===== config.mk =====
export PLATFORM = sky130hd
export DESIGN_NAME = pkcs1_v15_signature_padder_unit
export DESIGN_NICKNAME = d
export VERILOG_FILES = /design/src/hdl/pkpad_pkg.sv /design/src/hdl/pkpad_cfg.sv /design/src/hdl/pkpad_hdr.sv /design/src/hdl/pkcs1_v15_signature_padder_unit.sv
export SDC_FILE = /design/constraint.sdc
export NUM_CORES = 1
export LEC_CHECK = 0
export ABC_AREA = 0
export ABC_CLOCK_PERIOD_IN_PS = 5300
export BUFFER_PORTS_ARGS = -buffer_cell sky130_fd_sc_hd__buf_2
export CAP_MARGIN = 20
export CELL_PAD_IN_SITES_DETAIL_PLACEMENT = 1
export CELL_PAD_IN_SITES_GLOBAL_PLACEMENT = 2
export CORE_ASPECT_RATIO = 1.4
export CORE_MARGIN = 10
export CORE_UTILIZATION = 39
export CTS_BUF_LIST = sky130_fd_sc_hd__clkbuf_8
export CTS_CLUSTER_SIZE = 25
export DETAILED_ROUTE_END_ITERATION = 8
export PLACE_DENSITY = 0.94
export SYNTH_ARGS = -nofsm -noshare
export SYNTH_HDL_FRONTEND = slang
export SYNTH_SLANG_ARGS = --single-unit
export TNS_END_PERCENT = 30

===== constraint.sdc =====
create_clock -name clk -period 5.3 [get_ports clk]
set_clock_uncertainty 0.1 [all_clocks]
set_input_delay 0.265 -clock clk [delete_from_list [all_inputs] [get_ports clk]]
set_output_delay 0.265 -clock clk [all_outputs]
set_load 0.02 [all_outputs]

===== src/hdl/pkpad_pkg.sv =====
// Shared types, codes and constants of the PKCS#1 v1.5 signature padder.
// Holds the DigestInfo prefix table; used by every module of the block.
`timescale 1ns / 1ps
`default_nettype none
package pkpad_pkg;

  localparam int unsigned MAX_BLOCK_BYTES  = 512;
  localparam int unsigned PREFIX_MAX_BYTES = 19;
  localparam int unsigned PREFIX_ROW       = 19;
  localparam int unsigned PREFIX_KINDS     = 10;
  localparam int unsigned MIN_OVERHEAD     = 11;

  localparam int unsigned OUT_LEN_W  = 10;
  localparam int unsigned PAY_LEN_W  = 9;
  localparam int unsigned DKIND_W    = 4;
  localparam int unsigned PIDX_W     = 5;
  localparam int unsigned CFG_DATA_W = 10;
  localparam int unsigned CFG_IDX_W  = 2;
  localparam int unsigned SUM_W      = 12;

  localparam logic [7:0] PAD_BYTE  = 8'hFF;
  localparam logic [7:0] BT_BYTE   = 8'h01;
  localparam logic [7:0] ZERO_BYTE = 8'h00;

  typedef enum logic [1:0] {
    KIND_START   = 2'd0,
    KIND_TICK    = 2'd1,
    KIND_PAYLOAD = 2'd2,
    KIND_UNUSED  = 2'd3
  } item_kind_t;

  typedef enum logic [1:0] {
    ST_OK      = 2'd0,
    ST_SMALL   = 2'd1,
    ST_DROPPED = 2'd2,
    ST_RSVD    = 2'd3
  } status_t;

  typedef enum logic [CFG_IDX_W-1:0] {
    REG_OUT_LENGTH     = 2'd0,
    REG_PAYLOAD_LENGTH = 2'd1,
    REG_DIGEST_KIND    = 2'd2,
    REG_NONE           = 2'd3
  } reg_index_t;

  typedef struct packed {
    logic [1:0] kind;
    logic [7:0] data_byte;
  } in_item_t;

  typedef struct packed {
    logic [7:0] out_byte;
    logic [1:0] status;
    logic       last;
  } out_item_t;

  typedef struct packed {
    logic [OUT_LEN_W-1:0] out_length;
    logic [PAY_LEN_W-1:0] payload_length;
    logic [DKIND_W-1:0]   digest_kind;
  } cfg_t;

  function automatic logic [PIDX_W-1:0] prefix_len(input logic [DKIND_W-1:0] dk);
    logic [PIDX_W-1:0] len;
    case (dk)
      4'd1:                                     len = PIDX_W'(15);
      4'd2, 4'd3, 4'd4, 4'd5, 4'd6, 4'd7, 4'd8, 4'd9: len = PIDX_W'(19);
      default:                                  len = '0;
    endcase
    return len;
  endfunction

  function automatic logic [7:0] prefix_byte(input logic [DKIND_W-1:0] dk,
                                             input logic [PIDX_W-1:0]  idx);
    logic [7:0] b;
    logic [7:0] sz;
    logic [7:0] alg;
    b = ZERO_BYTE;
    sz = ZERO_BYTE;
    alg = ZERO_BYTE;
    case (dk)
      4'd2:    begin sz = 8'h2d; alg = 8'h04; end
      4'd3:    begin sz = 8'h31; alg = 8'h01; end
      4'd4:    begin sz = 8'h41; alg = 8'h02; end
      4'd5:    begin sz = 8'h51; alg = 8'h03; end
      4'd6:    begin sz = 8'h2d; alg = 8'h07; end
      4'd7:    begin sz = 8'h31; alg = 8'h08; end
      4'd8:    begin sz = 8'h41; alg = 8'h09; end
      4'd9:    begin sz = 8'h51; alg = 8'h0a; end
      default: begin sz = ZERO_BYTE; alg = ZERO_BYTE; end
    endcase
    if (dk == 4'd1) begin
      case (idx)
        5'd0:    b = 8'h30;
        5'd1:    b = 8'h21;
        5'd2:    b = 8'h30;
        5'd3:    b = 8'h09;
        5'd4:    b = 8'h06;
        5'd5:    b = 8'h05;
        5'd6:    b = 8'h2b;
        5'd7:    b = 8'h0e;
        5'd8:    b = 8'h03;
        5'd9:    b = 8'h02;
        5'd10:   b = 8'h1a;
        5'd11:   b = 8'h05;
        5'd12:   b = 8'h00;
        5'd13:   b = 8'h04;
        5'd14:   b = 8'h14;
        default: b = ZERO_BYTE;
      endcase
    end else if (sz != ZERO_BYTE) begin
      case (idx)
        5'd0:    b = 8'h30;
        5'd1:    b = sz;
        5'd2:    b = 8'h30;
        5'd3:    b = 8'h0d;
        5'd4:    b = 8'h06;
        5'd5:    b = 8'h09;
        5'd6:    b = 8'h60;
        5'd7:    b = 8'h86;
        5'd8:    b = 8'h48;
        5'd9:    b = 8'h01;
        5'd10:   b = 8'h65;
        5'd11:   b = 8'h03;
        5'd12:   b = 8'h04;
        5'd13:   b = 8'h02;
        5'd14:   b = alg;
        5'd15:   b = 8'h05;
        5'd16:   b = 8'h00;
        5'd17:   b = 8'h04;
        5'd18:   b = (sz == 8'h2d) ? 8'h1c : (sz == 8'h31) ? 8'h20 :
                     (sz == 8'h41) ? 8'h30 : 8'h40;
        default: b = ZERO_BYTE;
      endcase
    end
    return b;
  endfunction

endpackage
`default_nettype wire


===== src/hdl/pkpad_cfg.sv =====
// Configuration register file of the signature padder.
// Depends on pkpad_pkg for the register indexes and the cfg_t struct.
`timescale 1ns / 1ps
`default_nettype none
module pkpad_cfg (
  input  wire logic                              clk,
  input  wire logic                              rst,
  input  wire logic                              cfg_we,
  input  wire logic [pkpad_pkg::CFG_IDX_W-1:0]   cfg_index,
  input  wire logic [pkpad_pkg::CFG_DATA_W-1:0]  cfg_data,
  output pkpad_pkg::cfg_t                        cfg
);

  pkpad_pkg::cfg_t regs;

  always_ff @(posedge clk) begin
    if (rst) begin
      regs.out_length     <= pkpad_pkg::OUT_LEN_W'(256);
      regs.payload_length <= pkpad_pkg::PAY_LEN_W'(32);
      regs.digest_kind    <= pkpad_pkg::DKIND_W'(3);
    end else if (cfg_we) begin
      case (cfg_index)
        pkpad_pkg::REG_OUT_LENGTH:
          regs.out_length <= cfg_data[pkpad_pkg::OUT_LEN_W-1:0];
        pkpad_pkg::REG_PAYLOAD_LENGTH:
          regs.payload_length <= cfg_data[pkpad_pkg::PAY_LEN_W-1:0];
        pkpad_pkg::REG_DIGEST_KIND:
          regs.digest_kind <= cfg_data[pkpad_pkg::DKIND_W-1:0];
        default: ;
      endcase
    end
  end

  assign cfg = regs;

endmodule
`default_nettype wire


===== src/hdl/pkpad_hdr.sv =====
// Header byte generator: 00 01 FF..FF 00 followed by the DigestInfo prefix.
// Depends on pkpad_pkg for the prefix table and widths.
`timescale 1ns / 1ps
`default_nettype none
module pkpad_hdr (
  input  wire logic [pkpad_pkg::OUT_LEN_W-1:0] position,
  input  wire logic [pkpad_pkg::SUM_W-1:0]     hlen,
  input  wire logic [pkpad_pkg::PIDX_W-1:0]    plen,
  input  wire logic [pkpad_pkg::DKIND_W-1:0]   digest_kind,
  output logic      [7:0]                      hdr_byte
);

  logic [pkpad_pkg::SUM_W-1:0] pos_plen;
  logic [pkpad_pkg::SUM_W-1:0] idx_full;

  assign pos_plen = pkpad_pkg::SUM_W'(position) + pkpad_pkg::SUM_W'(plen);
  assign idx_full = pos_plen - hlen;

  always_comb begin
    if (position == '0) begin
      hdr_byte = pkpad_pkg::ZERO_BYTE;
    end else if (position == pkpad_pkg::OUT_LEN_W'(1)) begin
      hdr_byte = pkpad_pkg::BT_BYTE;
    end else if (pos_plen + pkpad_pkg::SUM_W'(1) < hlen) begin
      hdr_byte = pkpad_pkg::PAD_BYTE;
    end else if (pos_plen + pkpad_pkg::SUM_W'(1) == hlen) begin
      hdr_byte = pkpad_pkg::ZERO_BYTE;
    end else if (idx_full >= pkpad_pkg::SUM_W'(pkpad_pkg::PREFIX_ROW)) begin
      hdr_byte = pkpad_pkg::ZERO_BYTE;
    end else begin
      hdr_byte = pkpad_pkg::prefix_byte(digest_kind, idx_full[pkpad_pkg::PIDX_W-1:0]);
    end
  end

endmodule
`default_nettype wire


===== src/hdl/pkcs1_v15_signature_padder_unit.sv =====
// Top level of the PKCS#1 v1.5 signature padder: input register, step logic,
// result register. Depends on pkpad_pkg, pkpad_cfg and pkpad_hdr.
// An item taken into the input reg has its result, if any, registered in the result reg.
// Throughput: 1 item per cycle while the result is not stalled; the step logic and block
// position update sit between the input register and the result register.
// Reset: synchronous rst empties both registers and leaves the block idle
// at position 0 with registers at 256 / 32 / 3.
`timescale 1ns / 1ps
`default_nettype none
module pkcs1_v15_signature_padder_unit (
  input  wire logic                              clk,
  input  wire logic                              rst,
  input  wire logic                              item_valid,
  output logic                                   item_stall,
  input  wire pkpad_pkg::in_item_t               item,
  output logic                                   result_valid,
  input  wire logic                              result_stall,
  output pkpad_pkg::out_item_t                   result,
  input  wire logic                              cfg_we,
  input  wire logic [pkpad_pkg::CFG_IDX_W-1:0]   cfg_index,
  input  wire logic [pkpad_pkg::CFG_DATA_W-1:0]  cfg_data
);

  pkpad_pkg::cfg_t      cfg;
  pkpad_pkg::in_item_t  held;
  pkpad_pkg::out_item_t res_next;
  logic                 held_valid;
  logic                 advance;
  logic                 emit;
  logic                 active;
  logic                 active_next;
  logic [pkpad_pkg::OUT_LEN_W-1:0] position;
  logic [pkpad_pkg::OUT_LEN_W-1:0] position_next;
  logic [pkpad_pkg::PIDX_W-1:0]    plen;
  logic [pkpad_pkg::SUM_W-1:0]     hlen;
  logic [pkpad_pkg::SUM_W-1:0]     olen;
  logic [pkpad_pkg::SUM_W-1:0]     pos_inc;
  logic [pkpad_pkg::SUM_W-1:0]     need;
  logic [7:0]                      hdr_byte;
  logic                            too_small;

  pkpad_cfg u_cfg (
    .clk       (clk),
    .rst       (rst),
    .cfg_we    (cfg_we),
    .cfg_index (cfg_index),
    .cfg_data  (cfg_data),
    .cfg       (cfg)
  );

  assign plen = pkpad_pkg::prefix_len(cfg.digest_kind);
  assign olen = pkpad_pkg::SUM_W'(cfg.out_length);
  assign hlen = (pkpad_pkg::SUM_W'(cfg.payload_length) > olen) ? '0 :
                olen - pkpad_pkg::SUM_W'(cfg.payload_length);
  assign pos_inc = pkpad_pkg::SUM_W'(position) + pkpad_pkg::SUM_W'(1);
  assign need = pkpad_pkg::SUM_W'(cfg.payload_length) + pkpad_pkg::SUM_W'(plen) +
                pkpad_pkg::SUM_W'(pkpad_pkg::MIN_OVERHEAD);
  assign too_small = (olen < need) ||
                     (olen > pkpad_pkg::SUM_W'(pkpad_pkg::MAX_BLOCK_BYTES)) ||
                     (pkpad_pkg::SUM_W'(plen) > pkpad_pkg::SUM_W'(pkpad_pkg::PREFIX_MAX_BYTES));

  pkpad_hdr u_hdr (
    .position    (position),
    .hlen        (hlen),
    .plen        (plen),
    .digest_kind (cfg.digest_kind),
    .hdr_byte    (hdr_byte)
  );

  assign advance    = !result_valid || !result_stall;
  assign item_stall = held_valid && !advance;

  always_comb begin
    emit          = 1'b0;
    res_next      = '0;
    active_next   = active;
    position_next = position;
    case (held.kind)
      pkpad_pkg::KIND_START: begin
        position_next = '0;
        if (too_small) begin
          active_next     = 1'b0;
          emit            = 1'b1;
          res_next.status = pkpad_pkg::ST_SMALL;
          res_next.last   = 1'b1;
        end else begin
          active_next = 1'b1;
        end
      end
      pkpad_pkg::KIND_TICK: begin
        if (active && (pkpad_pkg::SUM_W'(position) < hlen)) begin
          emit              = 1'b1;
          res_next.out_byte = hdr_byte;
          res_next.last     = (pos_inc == olen);
          if (pos_inc >= olen) begin
            active_next   = 1'b0;
            position_next = '0;
          end else begin
            position_next = pos_inc[pkpad_pkg::OUT_LEN_W-1:0];
          end
        end
      end
      pkpad_pkg::KIND_PAYLOAD: begin
        emit = 1'b1;
        if (!active || (pkpad_pkg::SUM_W'(position) < hlen) ||
            (pkpad_pkg::SUM_W'(position) >= olen)) begin
          res_next.status = pkpad_pkg::ST_DROPPED;
        end else begin
          res_next.out_byte = held.data_byte;
          res_next.last     = (pos_inc == olen);
          if (pos_inc >= olen) begin
            active_next   = 1'b0;
            position_next = '0;
          end else begin
            position_next = pos_inc[pkpad_pkg::OUT_LEN_W-1:0];
          end
        end
      end
      default: ;
    endcase
  end

  always_ff @(posedge clk) begin
    if (rst) begin
      held_valid <= 1'b0;
    end else if (!held_valid || advance) begin
      held_valid <= item_valid;
    end
  end

  always_ff @(posedge clk) begin
    if (!held_valid || advance) begin
      held <= item;
    end
  end

  always_ff @(posedge clk) begin
    if (rst) begin
      result_valid <= 1'b0;
      active       <= 1'b0;
      position     <= '0;
    end else if (advance) begin
      result_valid <= held_valid && emit;
      if (held_valid) begin
        active   <= active_next;
        position <= position_next;
      end
    end
  end

  always_ff @(posedge clk) begin
    if (advance && held_valid && emit) begin
      result <= res_next;
    end
  end

endmodule
`default_nettype wire


==> reports/summary.txt <==
num rows: 55
CTS tree: done
mean routed wirelength per cell: 19.68 um
gr usage total: 0.1802
Mapped Nets: 910
initial antenna violation count: 0
clock buffer depth: 2
WS Path Type: flop to flop
CP startpoint kind: flop
setup ws final: 365.7 ps
Place WS: 309.8 ps
Final Non-Filler Cells: 1019
r2r endpoint: result[6]
H-tree depth: 3
fin nets: 951
Post-synth EDFFs: 21
Critical Path Source: u_cfg.cfg[10]
largest net degree at the start of global routing: 44
Static Leak: 0.003330 uW
Yosys top cell area share: 0.2027
mapped cell area: 6480 um^2
DRT antenna net count: 0
setup violators final: 0
Worst Reg-to-Reg Cells: 18
slowest stage cell, crit path: or3_2
PwrDens: 229.2 nW/um^2
Routed WL: 20050 um
Fin. Hold Viols: 0
Post-Syn Area per Cell: 8.372 um^2
Chip Height: 172.5 um
Syn. warnings: 0
post-synthesis cell count: 774
Ant. Diodes: 0
Clock transition at path regs: 90 ps
num ports: 40
Starting Density: 0.3990
R2R Path Start: u_cfg.cfg[10]
accumulated negative setup slack: 0 ps
postcts setup bufs: 0
fin area: 7188 um^2
HP Class: input port to flop
clock root buffer: clkbuf_8
share of cells above drive strength 1: 0.1073
Slew Viols, Final: 0
most frequent cells after synthesis: ha_1 (105), nor2_1 (73), a21oi_1 (64)
vias in the first global route: 6273
CP endpoint kind: flop
total CTS buffers: 9
clock net sink count: 67
CP max FO: 10
total iterations of the first detailed-routing run: 4
Max VDD drop: 0.1586 mV
die area: 22240 um^2
RD Place Congestion: 0.8625
Worst slew margin: 0.4179
max cap viols: 0
global-route wire length before repair: 32610 um
crit-path max cell delay: 570 ps
global route total overflow: 0
FF+latch count, synth: 67
outcome: completed
CP endpoint: result[6]
Max Clock Freq: 0.2027 GHz
worst-path cell chain: inv_1 > ha_1 > a211o_1 > a31oi_1 > o2bb2ai_1 > or3_2 > nor2b_1 > ha_1 > inv_1 > fa_1 > a211oi_2 > or3b_1 > nand2_1 > a21o_1 > nand4_1 > a2111oi_4 > and3_2 > a221o_1
via count: 5900
vias per inst: 5.790
Area contributors post-synth: ha_1 (20%), dfxtp_1 (14%), edfxtp_1 (9.7%)
flop-to-flop setup slack: 370 ps
Initial DRC Count: 351
synth unique cells: 86
Residual DRC: 0
Post-synth top flop: dfxtp_1
Seq/Total Area, Yosys: 0.2394
Chip Width: 128.9 um
placeable core area: 16240 um^2
DP HPWL: 16050 um
Tmin final: 4934 ps
crit share post-route: 0.9310
Area Growth Syn to Fin: 10.93%
Async SR Flop Fraction: 0
# port buffers: 39
most common cell in the netlist: ha_1
Crit path required time: 5430 ps
placed instance count: 993
placed cell area: 6878 um^2
Worst Max-Slew Pin Slew: 870.0 ps
clock insertion delay at the later pin of the skew report: 360 ps
WP data arrival: 5060 ps
unrepaired setup endpoints after global routing: false
most area-hungry cell type in the Yosys netlist: ha_1
-- layout by cell type (no fill, tap or decap), types with 5 or more instances in the layout --
cell           instances
a211o_1                5
a211oi_1               6
a21o_1                23
a21oi_1               64
a221o_1                5
buf_2                 39
buf_4                 10
clkbuf_8               9
dfxtp_1               46
dlygate4sd3_1         10
edfxtp_1              21
ha_1                 105
inv_1                 61
mux2i_1               11
nand2_1               49
nand2b_1              10
nand3_1               20
nand4_1               13
nor2_1                73
nor2b_1               15
nor3_1                12
o2111ai_1              5
o211ai_1               5
o21a_1                 7
o21ai_0               39
o32ai_1                5
or3_1                  7
xnor2_1               26
xor2_1                17
-- metrics by stage --
stage	utilization	hold WS [ps]	total power [uW]
3_5_place_dp	0.4235	343.8	1179
2_1_floorplan	-	263.9	1007
6_report	0.4426	37.19	1648
3_3_place_gp	0.4235	341.7	1167
5_1_grt	0.4426	33.79	1758
4_1_cts	0.4425	26.48	1654
-- worst min-delay path by stage --
stage	startpoint	to	slack, ps	cells after the start
detailed placement	item[7]	held[7]	340	1
global placement	item[6]	held[6]	340	1
floorplan	item[0]	held[0]	260	0
finish	cfg_data[8]	u_cfg.cfg[21]	40	2
CTS	cfg_data[8]	u_cfg.cfg[21]	30	2
global route	cfg_data[8]	u_cfg.cfg[21]	30	2
-- layout make-up --
type                    count  area [um^2]
fillers                  1994         9052
multi-input cells         617         4581
flip-flops and latches     67         1551
repair buffers             59        370.4
well taps                 199        249.0
inverters                  61        229.0
clock buffers               9        123.9
clock inverters             7        83.83
-- power by group --
part	internal, uW	switching (uW)	leakage, uW
logic	234	381	0.00264
clock network	226	245	0.000102
registers	545	17.3	0.000589
total	1000	643	0.00333
-- per-layer routing --
layer,global-route usage,wire length (um)
met1,0.1912,7697
met3,0.01908,554
met2,0.3482,11230
met4,0.06559,571
met5,0,0
-- kinds of logic after synthesis --
group                    count (synthesis)  share of synthesized area
AND/OR/NAND/NOR                        235                     0.1805
AO/OA/AOI/OAI                          217                     0.2319
XOR/XNOR                                44                    0.06063
other                                    1                  0.0005787
adder cells (fa/ha/maj)                109                     0.2151
buffers and inverters                   90                    0.05484
multiplexers                            11                    0.01699
flip-flops                              67                     0.2394
-- critical path, delay by kind of cell (launching register included) --
kind                       cells  cell delay (ps)
and+or+nand+nor                6             1890
adders and majority gates      3              850
AOI/OAI and AO/OA              7             1430
buffers and inverters          2              150
DFF                            1              370
-- what timing repair did --
| action | in CTS | in global routing |
|---|---|---|
| hold endpoints to repair | 10 | 0 |
| endpoints found under the setup margin | 0 | 7 |
| hold buffers | 10 | 0 |
| resized for setup | 0 | 2 |
Note: power is estimated with default switching activity, not from simulation.
